## src/sv/eavr_pkg.sv

```systemverilog
// euler_angle_vector_rotation shared package: payload types, cordic constants, helpers
// no dependencies
package eavr_pkg;

    localparam int VECTOR_WIDTH = 24;
    localparam int ANGLE_WIDTH  = 16;
    localparam int CORDIC_STEPS = 24;
    localparam int ZW = 34;   // cordic angle accumulator, 2^30 units
    localparam int XW = 34;   // cordic x/y datapath
    localparam int TW = 16;   // q1.14 trig word
    localparam int MW = 18;   // matrix entry
    localparam int QDEPTH = 4;
    localparam int QAW = 2;

    localparam logic OP_BODY  = 1'b0;
    localparam logic OP_EARTH = 1'b1;

    localparam logic signed [ZW-1:0] ANG_PI      = 34'sd3373259426;
    localparam logic signed [ZW-1:0] ANG_HALF_PI = 34'sd1686629713;
    localparam logic signed [XW-1:0] CORDIC_GAIN = 34'sd652032874;

    typedef struct packed {
        logic                           op;
        logic signed [VECTOR_WIDTH-1:0] vec_x;
        logic signed [VECTOR_WIDTH-1:0] vec_y;
        logic signed [VECTOR_WIDTH-1:0] vec_z;
        logic signed [ANGLE_WIDTH-1:0]  angle_x;
        logic signed [ANGLE_WIDTH-1:0]  angle_y;
        logic signed [ANGLE_WIDTH-1:0]  angle_z;
    } in_item_t;

    typedef struct packed {
        logic signed [VECTOR_WIDTH-1:0] out_x;
        logic signed [VECTOR_WIDTH-1:0] out_y;
        logic signed [VECTOR_WIDTH-1:0] out_z;
    } out_item_t;

    // classified item handed from front to back
    typedef struct packed {
        logic                           op;
        logic signed [VECTOR_WIDTH-1:0] vec_x;
        logic signed [VECTOR_WIDTH-1:0] vec_y;
        logic signed [VECTOR_WIDTH-1:0] vec_z;
        logic signed [TW-1:0]           sx;
        logic signed [TW-1:0]           cx;
        logic signed [TW-1:0]           sy;
        logic signed [TW-1:0]           cy;
        logic signed [TW-1:0]           sz;
        logic signed [TW-1:0]           cz;
    } trig_item_t;

    typedef struct packed {
        logic full;
        logic empty;
        logic push;
        logic pop;
    } q_status_t;

    function automatic logic signed [ZW-1:0] atan_entry(input int i);
        logic signed [ZW-1:0] r;
        begin
            case (i)
                0:  r = 34'sd843314856;
                1:  r = 34'sd497837829;
                2:  r = 34'sd263043836;
                3:  r = 34'sd133525158;
                4:  r = 34'sd67021686;
                5:  r = 34'sd33543515;
                6:  r = 34'sd16775850;
                7:  r = 34'sd8388437;
                8:  r = 34'sd4194282;
                9:  r = 34'sd2097149;
                10: r = 34'sd1048575;
                11: r = 34'sd524287;
                12: r = 34'sd262143;
                13: r = 34'sd131071;
                14: r = 34'sd65535;
                15: r = 34'sd32767;
                16: r = 34'sd16383;
                17: r = 34'sd8191;
                18: r = 34'sd4095;
                19: r = 34'sd2047;
                20: r = 34'sd1023;
                21: r = 34'sd511;
                22: r = 34'sd255;
                23: r = 34'sd127;
                default: r = '0;
            endcase
            return r;
        end
    endfunction

    // round half up of x / 2^16, clamp to +-1.0 in q1.14
    function automatic logic signed [TW-1:0] to_q14(input logic signed [XW-1:0] v);
        logic signed [XW-1:0] r;
        begin
            r = (v + XW'(32768)) >>> 16;
            if (r > XW'(16384))
                r = XW'(16384);
            else if (r < -XW'(16384))
                r = -XW'(16384);
            return r[TW-1:0];
        end
    endfunction

endpackage

```

## src/sv/eavr_queue.sv

```systemverilog
// short fifo between the trig front and the matrix back
// depends on eavr_pkg
module eavr_queue (
    input  logic                  clk,
    input  logic                  rst_n,
    input  logic                  push,
    input  eavr_pkg::trig_item_t  push_item,
    input  logic                  pop,
    output eavr_pkg::trig_item_t  pop_item,
    output eavr_pkg::q_status_t   status
);
    import eavr_pkg::*;

    trig_item_t      mem_reg [QDEPTH];
    logic [QAW-1:0]  wr_reg, wr_next;
    logic [QAW-1:0]  rd_reg, rd_next;
    logic [QAW:0]    cnt_reg, cnt_next;
    logic            do_push, do_pop;

    assign do_push = push && (cnt_reg != (QAW+1)'(QDEPTH));
    assign do_pop  = pop && (cnt_reg != '0);

    always_comb
    begin
        wr_next  = do_push ? wr_reg + 1'b1 : wr_reg;
        rd_next  = do_pop ? rd_reg + 1'b1 : rd_reg;
        cnt_next = cnt_reg + (QAW+1)'(do_push) - (QAW+1)'(do_pop);
    end

    always_ff @(posedge clk or negedge rst_n)
    begin
        if (!rst_n)
        begin
            wr_reg  <= '0;
            rd_reg  <= '0;
            cnt_reg <= '0;
        end
        else
        begin
            wr_reg  <= wr_next;
            rd_reg  <= rd_next;
            cnt_reg <= cnt_next;
        end
    end

    always_ff @(posedge clk)
    begin
        if (do_push)
            mem_reg[wr_reg] <= push_item;
    end

    assign pop_item     = mem_reg[rd_reg];
    assign status.full  = (cnt_reg == (QAW+1)'(QDEPTH));
    assign status.empty = (cnt_reg == '0);
    assign status.push  = do_push;
    assign status.pop   = do_pop;

endmodule

```

## config.mk

```make
export PLATFORM = sky130hd
export DESIGN_NAME = eavr_queue
export DESIGN_NICKNAME = d
export VERILOG_FILES = /design/src/sv/eavr_pkg.sv /design/src/sv/eavr_queue.sv
export SDC_FILE = /design/constraint.sdc
export NUM_CORES = 1
export LEC_CHECK = 0
export ABC_AREA = 0
export BUFFER_PORTS_ARGS = -buffer_cell sky130_fd_sc_hd__buf_4
export CAP_MARGIN = 0
export CORE_MARGIN = 4
export CORE_UTILIZATION = 44
export CTS_BUF_LIST = sky130_fd_sc_hd__clkbuf_16
export CTS_CLUSTER_DIAMETER = 120
export DETAILED_ROUTE_END_ITERATION = 12
export REMOVE_ABC_BUFFERS = 1
export SETUP_SLACK_MARGIN = 0.3
export SYNTH_ARGS = -nofsm -noshare
export SYNTH_HDL_FRONTEND = slang
export SYNTH_SLANG_ARGS = --single-unit
```

## constraint.sdc

```tcl
create_clock -name clk -period 7.9 [get_ports clk]
set_input_delay 1.975 -clock clk [delete_from_list [all_inputs] [get_ports clk]]
set_output_delay 1.975 -clock clk [all_outputs]
set_load 0.02 [all_outputs]
```

**After elaboration in Yosys (flattened, before gate mapping)**

Memory sizes are Yosys's and may differ from the RTL's.
Index checks and enable logic that the tools add are counted.

- Register bits after elaboration: 7
- Memory bits (writable): 676
- Input port bits: 173
- Output and inout bits: 173
- Logic and storage cells: 16
- Memories: 1

- Add/sub/neg operators: 4
- Eq/ne operators: 2
- Mux-type cells: 2
- Reduce and logical (&&, ||, !) cells: 4

Memory list:

| memory | words | width | rd ports | clocked after Yosys merged registers in | write ports | line | source |
|---|---|---|---|---|---|---|---|
| mem_reg | 4 | 169 | 1 | 0 | 1 | eavr_queue.sv:14 | `trig_item_t mem_reg [QDEPTH];` |

Operators by type and width:

| operator | count |
|---|---|
| adder 2 x 1 -> 2 bit (second input constant) | 2 |
| adder 3 x 1 -> 3 bit | 1 |
| == test 3 bit (second input constant) | 1 |
| zero test 3 bit | 1 |
| inequality test 3 bit (second input constant) | 1 |
| nonzero test 3 bit | 1 |
| subtractor 3 x 1 -> 3 bit | 1 |
| logical AND 1 bit | 2 |
| two-way mux 1 bit | 2 |

**Logic depth before layout (Yosys ltp)**

Gate-level depths: netlist of run 1.

- Depth in word-level cells: 4
- Gate-level depth with buffers: 10
- Depth with buffers taken out: 9

**Least setup slack after synthesis of run 1**

No wires, ideal clock.

- Path type: input-to-reg
- Start: input port push
- End: memory mem_reg[0][0] in the netlist's numbering, enable pin
- Setup time: 551 ps
- Data arrival time: 5900 ps
- Data required time: 7349 ps
- Path slack: 1449 ps
- Stages on the path: 1
- Path buffers: 0
- Cell sequence: and3b_1

- Cells in the longest elaborated chain, start to end: 3

RTL lines:

| item | line | source |
|---|---|---|
| start: declaration | eavr_queue.sv:6 | `input logic push,` |
| logical AND 1 bit | eavr_queue.sv:20 | `assign do_push = push && (cnt_reg != (QAW+1)'(QDEPTH));` |
| two-way mux 1 bit | eavr_queue.sv:48 | `if (do_push)` |
| two-way mux 1 bit (implied by the code) | eavr_queue.sv:49 | `mem_reg[wr_reg] <= push_item;` |
| end: declaration | eavr_queue.sv:14 |  |

No other way between the ends.

==> results_dict.tcl, run 1 <==
set metrics [dict create \
    grt_usage_pct 16.5 \
    skew_ns 0.0174 \
    viasPerCell 5.19 \
    cts-buffers-inserted 71 \
    initial_utilization_pct 44.7 \
    power_mw 12.2 \
    antenna_found_initial 6 \
    cts_tree "yes" \
    required_ns 5.93 \
    layout.nets 1497 \
    syn_to_final_growth_pct 23.1 \
    grt_max_degree 141 \
    wl_per_cell_um 23.5 \
    syn_avg_cell_area_um2 26.8 \
    drt-total-wl_mm 49.9 \
    leakage_nw 10.4 \
    finalMaxSlewViolations 0 \
    first_global_vias 11900 \
    ys_ff_latch 683 \
    drt_first_pass_iters 4 \
    whs_ns 0.597 \
    gr-usage-met2_pct 26.5 \
    cts_resized 0 \
    period_share_pct 63.0 \
    cts_setup_buffers 0 \
    cp-start-kind "flip-flop" \
    path_cells "buf_4, mux4_2, buf_4" \
    worst_slack_ns 2.92 \
    power.density_mw_per_mm2 400 \
    r2r_slack_ns 5.07 \
    die-width_um 246 \
    gr-total-overflow 0 \
    crit_top_cell "buf_4" \
    max_stage_delay_ns 1.06 \
    grt_pass1_wl_mm 74.5 \
    gp_congestion 0.717 \
    status "finished, final reports clean" \
    core_mm2 0.0555 \
    drt_iter0_markers 614 \
    maxClockFrequency_mhz 201 \
    crit_arrival_ns 3.00 \
    r2r-end "mem_reg[0][9]" \
    ff2ff_path_depth 3 \
    synth.yosys.warnings 0 \
    synthCells 928 \
    drtAntennaViolNets 0 \
    layout-drive-gt1-share_pct 45.7 \
    rsz0062_at_grt "no" \
    clk_root_buffer_cell "clkbuf_16" \
    holdCritPathClass "flip-flop to flip-flop" \
    drv_cap 0 \
    htree_levels 3 \
    pin_count 346 \
    port_buffers 345 \
    finalHoldViolations 0 \
    dpl.hpwl_mm 29.3 \
    die_h_um 246 \
    synth_seq_area_share_pct 82.4 \
    largest_register_ffs 676 \
    period_needed_ns 4.98 \
    ctsLongestPathBuffers 3 \
    r2r-start "cnt_reg[1]" \
    dieArea_mm2 0.0603 \
    ctsHoldBuffers 0 \
    syn_area_mm2 0.0248 \
    clk_pin_slew_worst_paths_ns 0.06 \
    grt_use_met3_pct 6.14 \
    timing.critical_path.slowest_stage_cell "dfrtp_4" \
    final_cell_count_no_fill 2123 \
    clkLatencyLatePin_ns 0.59 \
    hold_end "cnt_reg[2]" \
    min_path_cells 1 \
    vias 11000 \
    maxSlewHeadroom_pct 34.9 \
    tns_ns 0 \
    use_met1_pct 21.5 \
    worstHoldStart "cnt_reg[2]" \
    cts.sinks 683 \
    ys_types 21 \
    cp_max_fo 57 \
    drc 0 \
    tightestPinTransition_ns 0.976 \
    post-place-ws_ns 3.47 \
    grt.busiest_layer "met2" \
    irDropWorstVdd_mv 0.376 \
    critPathKind "flip-flop to primary output" \
    place_inst 1992 \
    finalSetupViolCount 0 \
    critPathCaptureType "primary output" \
    rows 86 \
]
[layer usage]
| layer | part of all wire, % | vias up |
|---|---|---|
| met5 | 0.086 | - |
| met4 | 2.1 | 6 |
| met3 | 8.3 | 81 |
| met2 | 49 | 300 |
| met1 | 40 | 5811 |
| li1 | - | 4816 |
[final cells by class]
cell class | instances | area [um2]
fillers | 4264 | 24900
flip-flops and latches | 683 | 20500
multi-input cells | 198 | 4090
repair buffers | 357 | 2770
clock buffers | 74 | 1850
well taps | 748 | 936
clock inverters | 53 | 424
inverters | 6 | 22.5
diodes | 4 | 10.0
[Yosys cell counts, drive strengths merged]
cell       n  area (um2)
nor3b      1        12.5
edfxtp   676       20300
o311ai     1        8.76
nand2      1        3.75
dfrtp      7         175
clkbuf     8        30.0
fa         1        20.0
o211ai     2        15.0
o31ai      1        7.51
buf       33         239
mux4     169        3810
inv        6        22.5
nand4bb    2        22.5
nor2b      1        6.26
ha         6        75.1
nor3       1        5.00
xnor2      4        35.0
and3b      4        35.0
nand2b     4        25.0
[how the worst max path moves through the flow]
stage              start       endpoint  slack [ns]
2_1_floorplan  rd_reg[0]    pop_item[0]       -1.39
3_3_place_gp         pop      status[0]        3.44
3_5_place_dp         pop      status[0]        3.47
4_1_cts        rd_reg[1]   pop_item[77]        2.82
5_1_grt        rd_reg[1]  pop_item[106]        2.75
6_report       rd_reg[1]  pop_item[106]        2.92
[stage by stage]
stage / utilization (%) / instance area [um2]
3_5_place_dp: 51.0 / 28300
2_1_floorplan: - / 24600
5_1_grt: 55.1 / 30600
6_report: 55.1 / 30600
4_1_cts: 55.1 / 30600
3_3_place_gp: 51.0 / 28300
[cell families (layout without fill, tap and decap cells)]
| kind of cell | after synthesis | count (layout) | share of synthesized area [%] |
|---|---|---|---|
| AO/OA/AOI/OAI | 4 | 4 | 0.126 |
| adder cells (fa/ha/maj) | 7 | 7 | 0.383 |
| flip-flops | 683 | 683 | 82.4 |
| XOR/XNOR | 4 | 4 | 0.141 |
| multiplexers | 169 | 169 | 15.3 |
| AND/OR/NAND/NOR | 14 | 14 | 0.443 |
| other | 0 | 4 | 0 |
| buffers and inverters | 47 | 490 | 1.17 |
[cell usage in the layout (no fill, tap or decap)]
master and instances:
clkbuf_16 74, clkinvlp_4 1, buf_4 350, nor3_1 1
clkinv_4 1, nor2b_1 1, inv_1 15, diode_2 4
fa_1 1, edfxtp_1 676, bufinv_16 7, ha_1 6
mux4_2 169, o31ai_1 1, nor3b_2 1, dfrtp_4 2
clkinv_2 8, nand2_1 1, clkinv_8 1, and3b_4 4
nand2b_1 4, o211ai_1 2, nand4bb_1 2, xnor2_1 4
inv_6 2, o311ai_0 1, buf_12 7, clkinv_1 24
dfrtp_1 5
[where the power goes]
| group | total [mW] | leakage, nW | switching (mW) | internal (mW) |
|---|---|---|---|---|
| clock network | 3.23 | 1.15 | 1.31 | 1.92 |
| logic | 3.98 | 2.96 | 2.21 | 1.77 |
| registers | 5.03 | 6.27 | 0.258 | 4.78 |
[critical path: cells and delay by family, from the launching register on]
| family | cells | cell delay, ns |
|---|---|---|
| buffers and inverters | 2 | 0.86 |
| multiplexers | 1 | 0.42 |
| flip-flops | 1 | 1.06 |
Power figures use the tool's default switching activity.
==> run 2, diff against run 1 <==
- ABC_AREA: 0 -> 1
- clock period: 7.9 -> 5.1 ns (I/O delays scaled with it)
==> run 2 against run 1 <==
  * Wire length up 20%
  * Synthesized cell count up 140%
  * Critical path depth up 2
  * Area after synthesis up 7.8%
  * Clock power up 54%
  * Die area up 7.5%
  * Core utilization down 0.97 points
  * Register-to-register slack worse by 2.5 ns
  * Via count up 49%
  * Cell area up 6.6%
  * Clock skew down 0.0058 ns
  * Power up 66%
  * Largest cell class unchanged
  * Highest routed layer unchanged
==> results_dict.tcl, run 2 <==
set metrics [dict create \
    syn_area_mm2 0.0268 \
    synth-edff-count 676 \
    core_mm2 0.0602 \
    grt_pass1_wl_mm 90.1 \
    r2r_slack_ns 2.53 \
    ys_ff_latch 683 \
    port_buffers 345 \
    cts.sinks 683 \
    drt-total-wl_mm 59.8 \
    n_fill_cell 5051 \
    rsz0062_at_grt "no" \
    initial_utilization_pct 44.4 \
    drt_first_pass_iters 6 \
    async_reset_ff_share_pct 1.02 \
    finalMaxSlewViolations 0 \
    viasPerCell 4.84 \
    status "finished, final reports clean" \
    cts_setup_buffers 0 \
    cts_resized 0 \
    layout.nets 2727 \
    die-width_um 255 \
    drv_cap 0 \
    drtAntennaViolNets 0 \
    yosys.area.top_type "edfxtp_1" \
    antenna_found_initial 6 \
    ctsLongestPathBuffers 3 \
    cp-start-kind "flip-flop" \
    postLayoutCoreUtil_pct 54.1 \
    final_cell_count_no_fill 3383 \
    layout-drive-gt1-share_pct 18.6 \
    ctsHoldBuffers 0 \
    synth.yosys.warnings 0 \
    place_inst 3255 \
    finalSetupViolCount 0 \
    pin_count 346 \
    r2r-start "cnt_reg[1]" \
    rows 90 \
    synth_common_cells "edfxtp_1 (676), nand2_1 (526), nor2_1 (343)" \
    synthTopCellsByArea "edfxtp_1 (76%), nand2_1 (7.4%), o21ai_0 (6.3%), nor2_1 (4.8%), inv_1 (2.6%)" \
    post-place-ws_ns 1.64 \
    dpl.hpwl_mm 35.9 \
    finalHoldViolations 0 \
    tightestPinTransition_ns 0.861 \
    required_ns 3.83 \
    power.density_mw_per_mm2 622 \
    period_needed_ns 4.08 \
    ff2ff_path_depth 5 \
    gr-total-overflow 0 \
    crit_arrival_ns 2.80 \
    grt_usage_pct 18.0 \
    whs_ns 0.486 \
    skew_ns 0.0116 \
    critPathCaptureType "primary output" \
    gp_congestion 0.745 \
    largest_register_ffs 676 \
    first_global_vias 16100 \
    vias 16400 \
    leakage_nw 13.0 \
    syn_to_final_growth_pct 21.8 \
    syn_avg_cell_area_um2 12.2 \
    wl_per_cell_um 17.7 \
    synthCells 2203 \
    die_h_um 255 \
    yosysTopAreaCellShare_pct 75.8 \
    critPathKind "flip-flop to primary output" \
    cts_tree "yes" \
    r2r-end "mem_reg[3][76]" \
    holdCritPathClass "input port to asynchronous set/reset pin" \
    maxClockFrequency_mhz 245 \
    cp_max_fo 55 \
    drc 0 \
    layout_common_cells "edfxtp_1 (676), nand2_1 (526), buf_4 (367)" \
    grt_max_degree 182 \
    clk_pin_slew_worst_paths_ns 0.06 \
    worst_slack_ns 1.02 \
    cts-buffers-inserted 72 \
    synth_seq_area_share_pct 76.5 \
    maxSlewHeadroom_pct 42.5 \
    clkLatencyLatePin_ns 0.60 \
    clk_root_buffer_cell "clkbuf_16" \
    synth.most_common_cell "edfxtp_1" \
    final_common_cell "edfxtp_1" \
    ys_types 15 \
    irDropWorstVdd_mv 0.404 \
    power_mw 20.3 \
    ys.flop_type "edfxtp_1" \
    dieArea_mm2 0.0649 \
    drt_iter0_markers 1065 \
    htree_levels 3 \
    period_share_pct 79.9 \
]
run 2: worst max-delay path by stage:
stage	from	to	slack [ns]	cells after the start
floorplan	rd_reg[0]	pop_item[0]	-7.90	3
global placement	rd_reg[0]	pop_item[152]	1.63	5
detailed placement	rd_reg[0]	pop_item[29]	1.64	5
CTS	rd_reg[0]	pop_item[152]	0.97	5
global route	rd_reg[0]	pop_item[29]	0.81	5
finish	rd_reg[0]	pop_item[29]	1.02	5
run 2: power by group:
part | leakage, nW | total, mW | internal [mW] | switching [mW]
combinational | 5.54 | 7.68 | 2.55 | 5.14
clock | 1.16 | 4.97 | 2.92 | 2.04
sequential | 6.28 | 7.64 | 7.37 | 0.278
run 2: kinds of logic (layout without fill, tap and decap cells):
kind of cell / count (synthesis) / in the layout / synth area share (%)
and+or+nand+nor: 874 / 874 / 12.3
DFF: 683 / 683 / 76.5
AOI/OAI and AO/OA: 338 / 338 / 6.32
buffers and inverters: 301 / 697 / 4.58
adders and majority gates: 7 / 7 / 0.355
other: 0 / 2 / 0
run 2: layout make-up:
type                    instances  area (um2)  area share [%]
clock inverters                52         395            1.21
flip-flops and latches        683       20500            62.8
well taps                     782         978            3.00
clock buffers                  74        1850            5.68
diodes                          2        5.00          0.0154
inverters                     188         716            2.20
multi-input cells            1219        5100            15.7
repair buffers                383        3080            9.43
run 2: per-stage QoR:
stage	instance area, um2	setup TNS, ns
after floorplan	26300	-4085.53
after global placement	30400	0
after detailed placement	30400	0
after CTS	32600	0
after global routing	32600	0
final	32600	0
run 2: critical path: stages (launching register included):
cell and delay, ns:
dfrtp_4 0.72, inv_4 0.39, buf_4 0.52, o21ai_0 0.18, nand2_1 0.15, buf_4 0.16
run 2: routing by layer:
layer	track usage [%]	routed length (um)	up-vias	share of wire, %
li1	-	-	8107	-
met1	22.6	24800	7816	41
met2	30.6	29500	357	49
met3	4.86	4130	94	6.9
met4	5.72	1320	8	2.2
met5	0	52	-	0.087
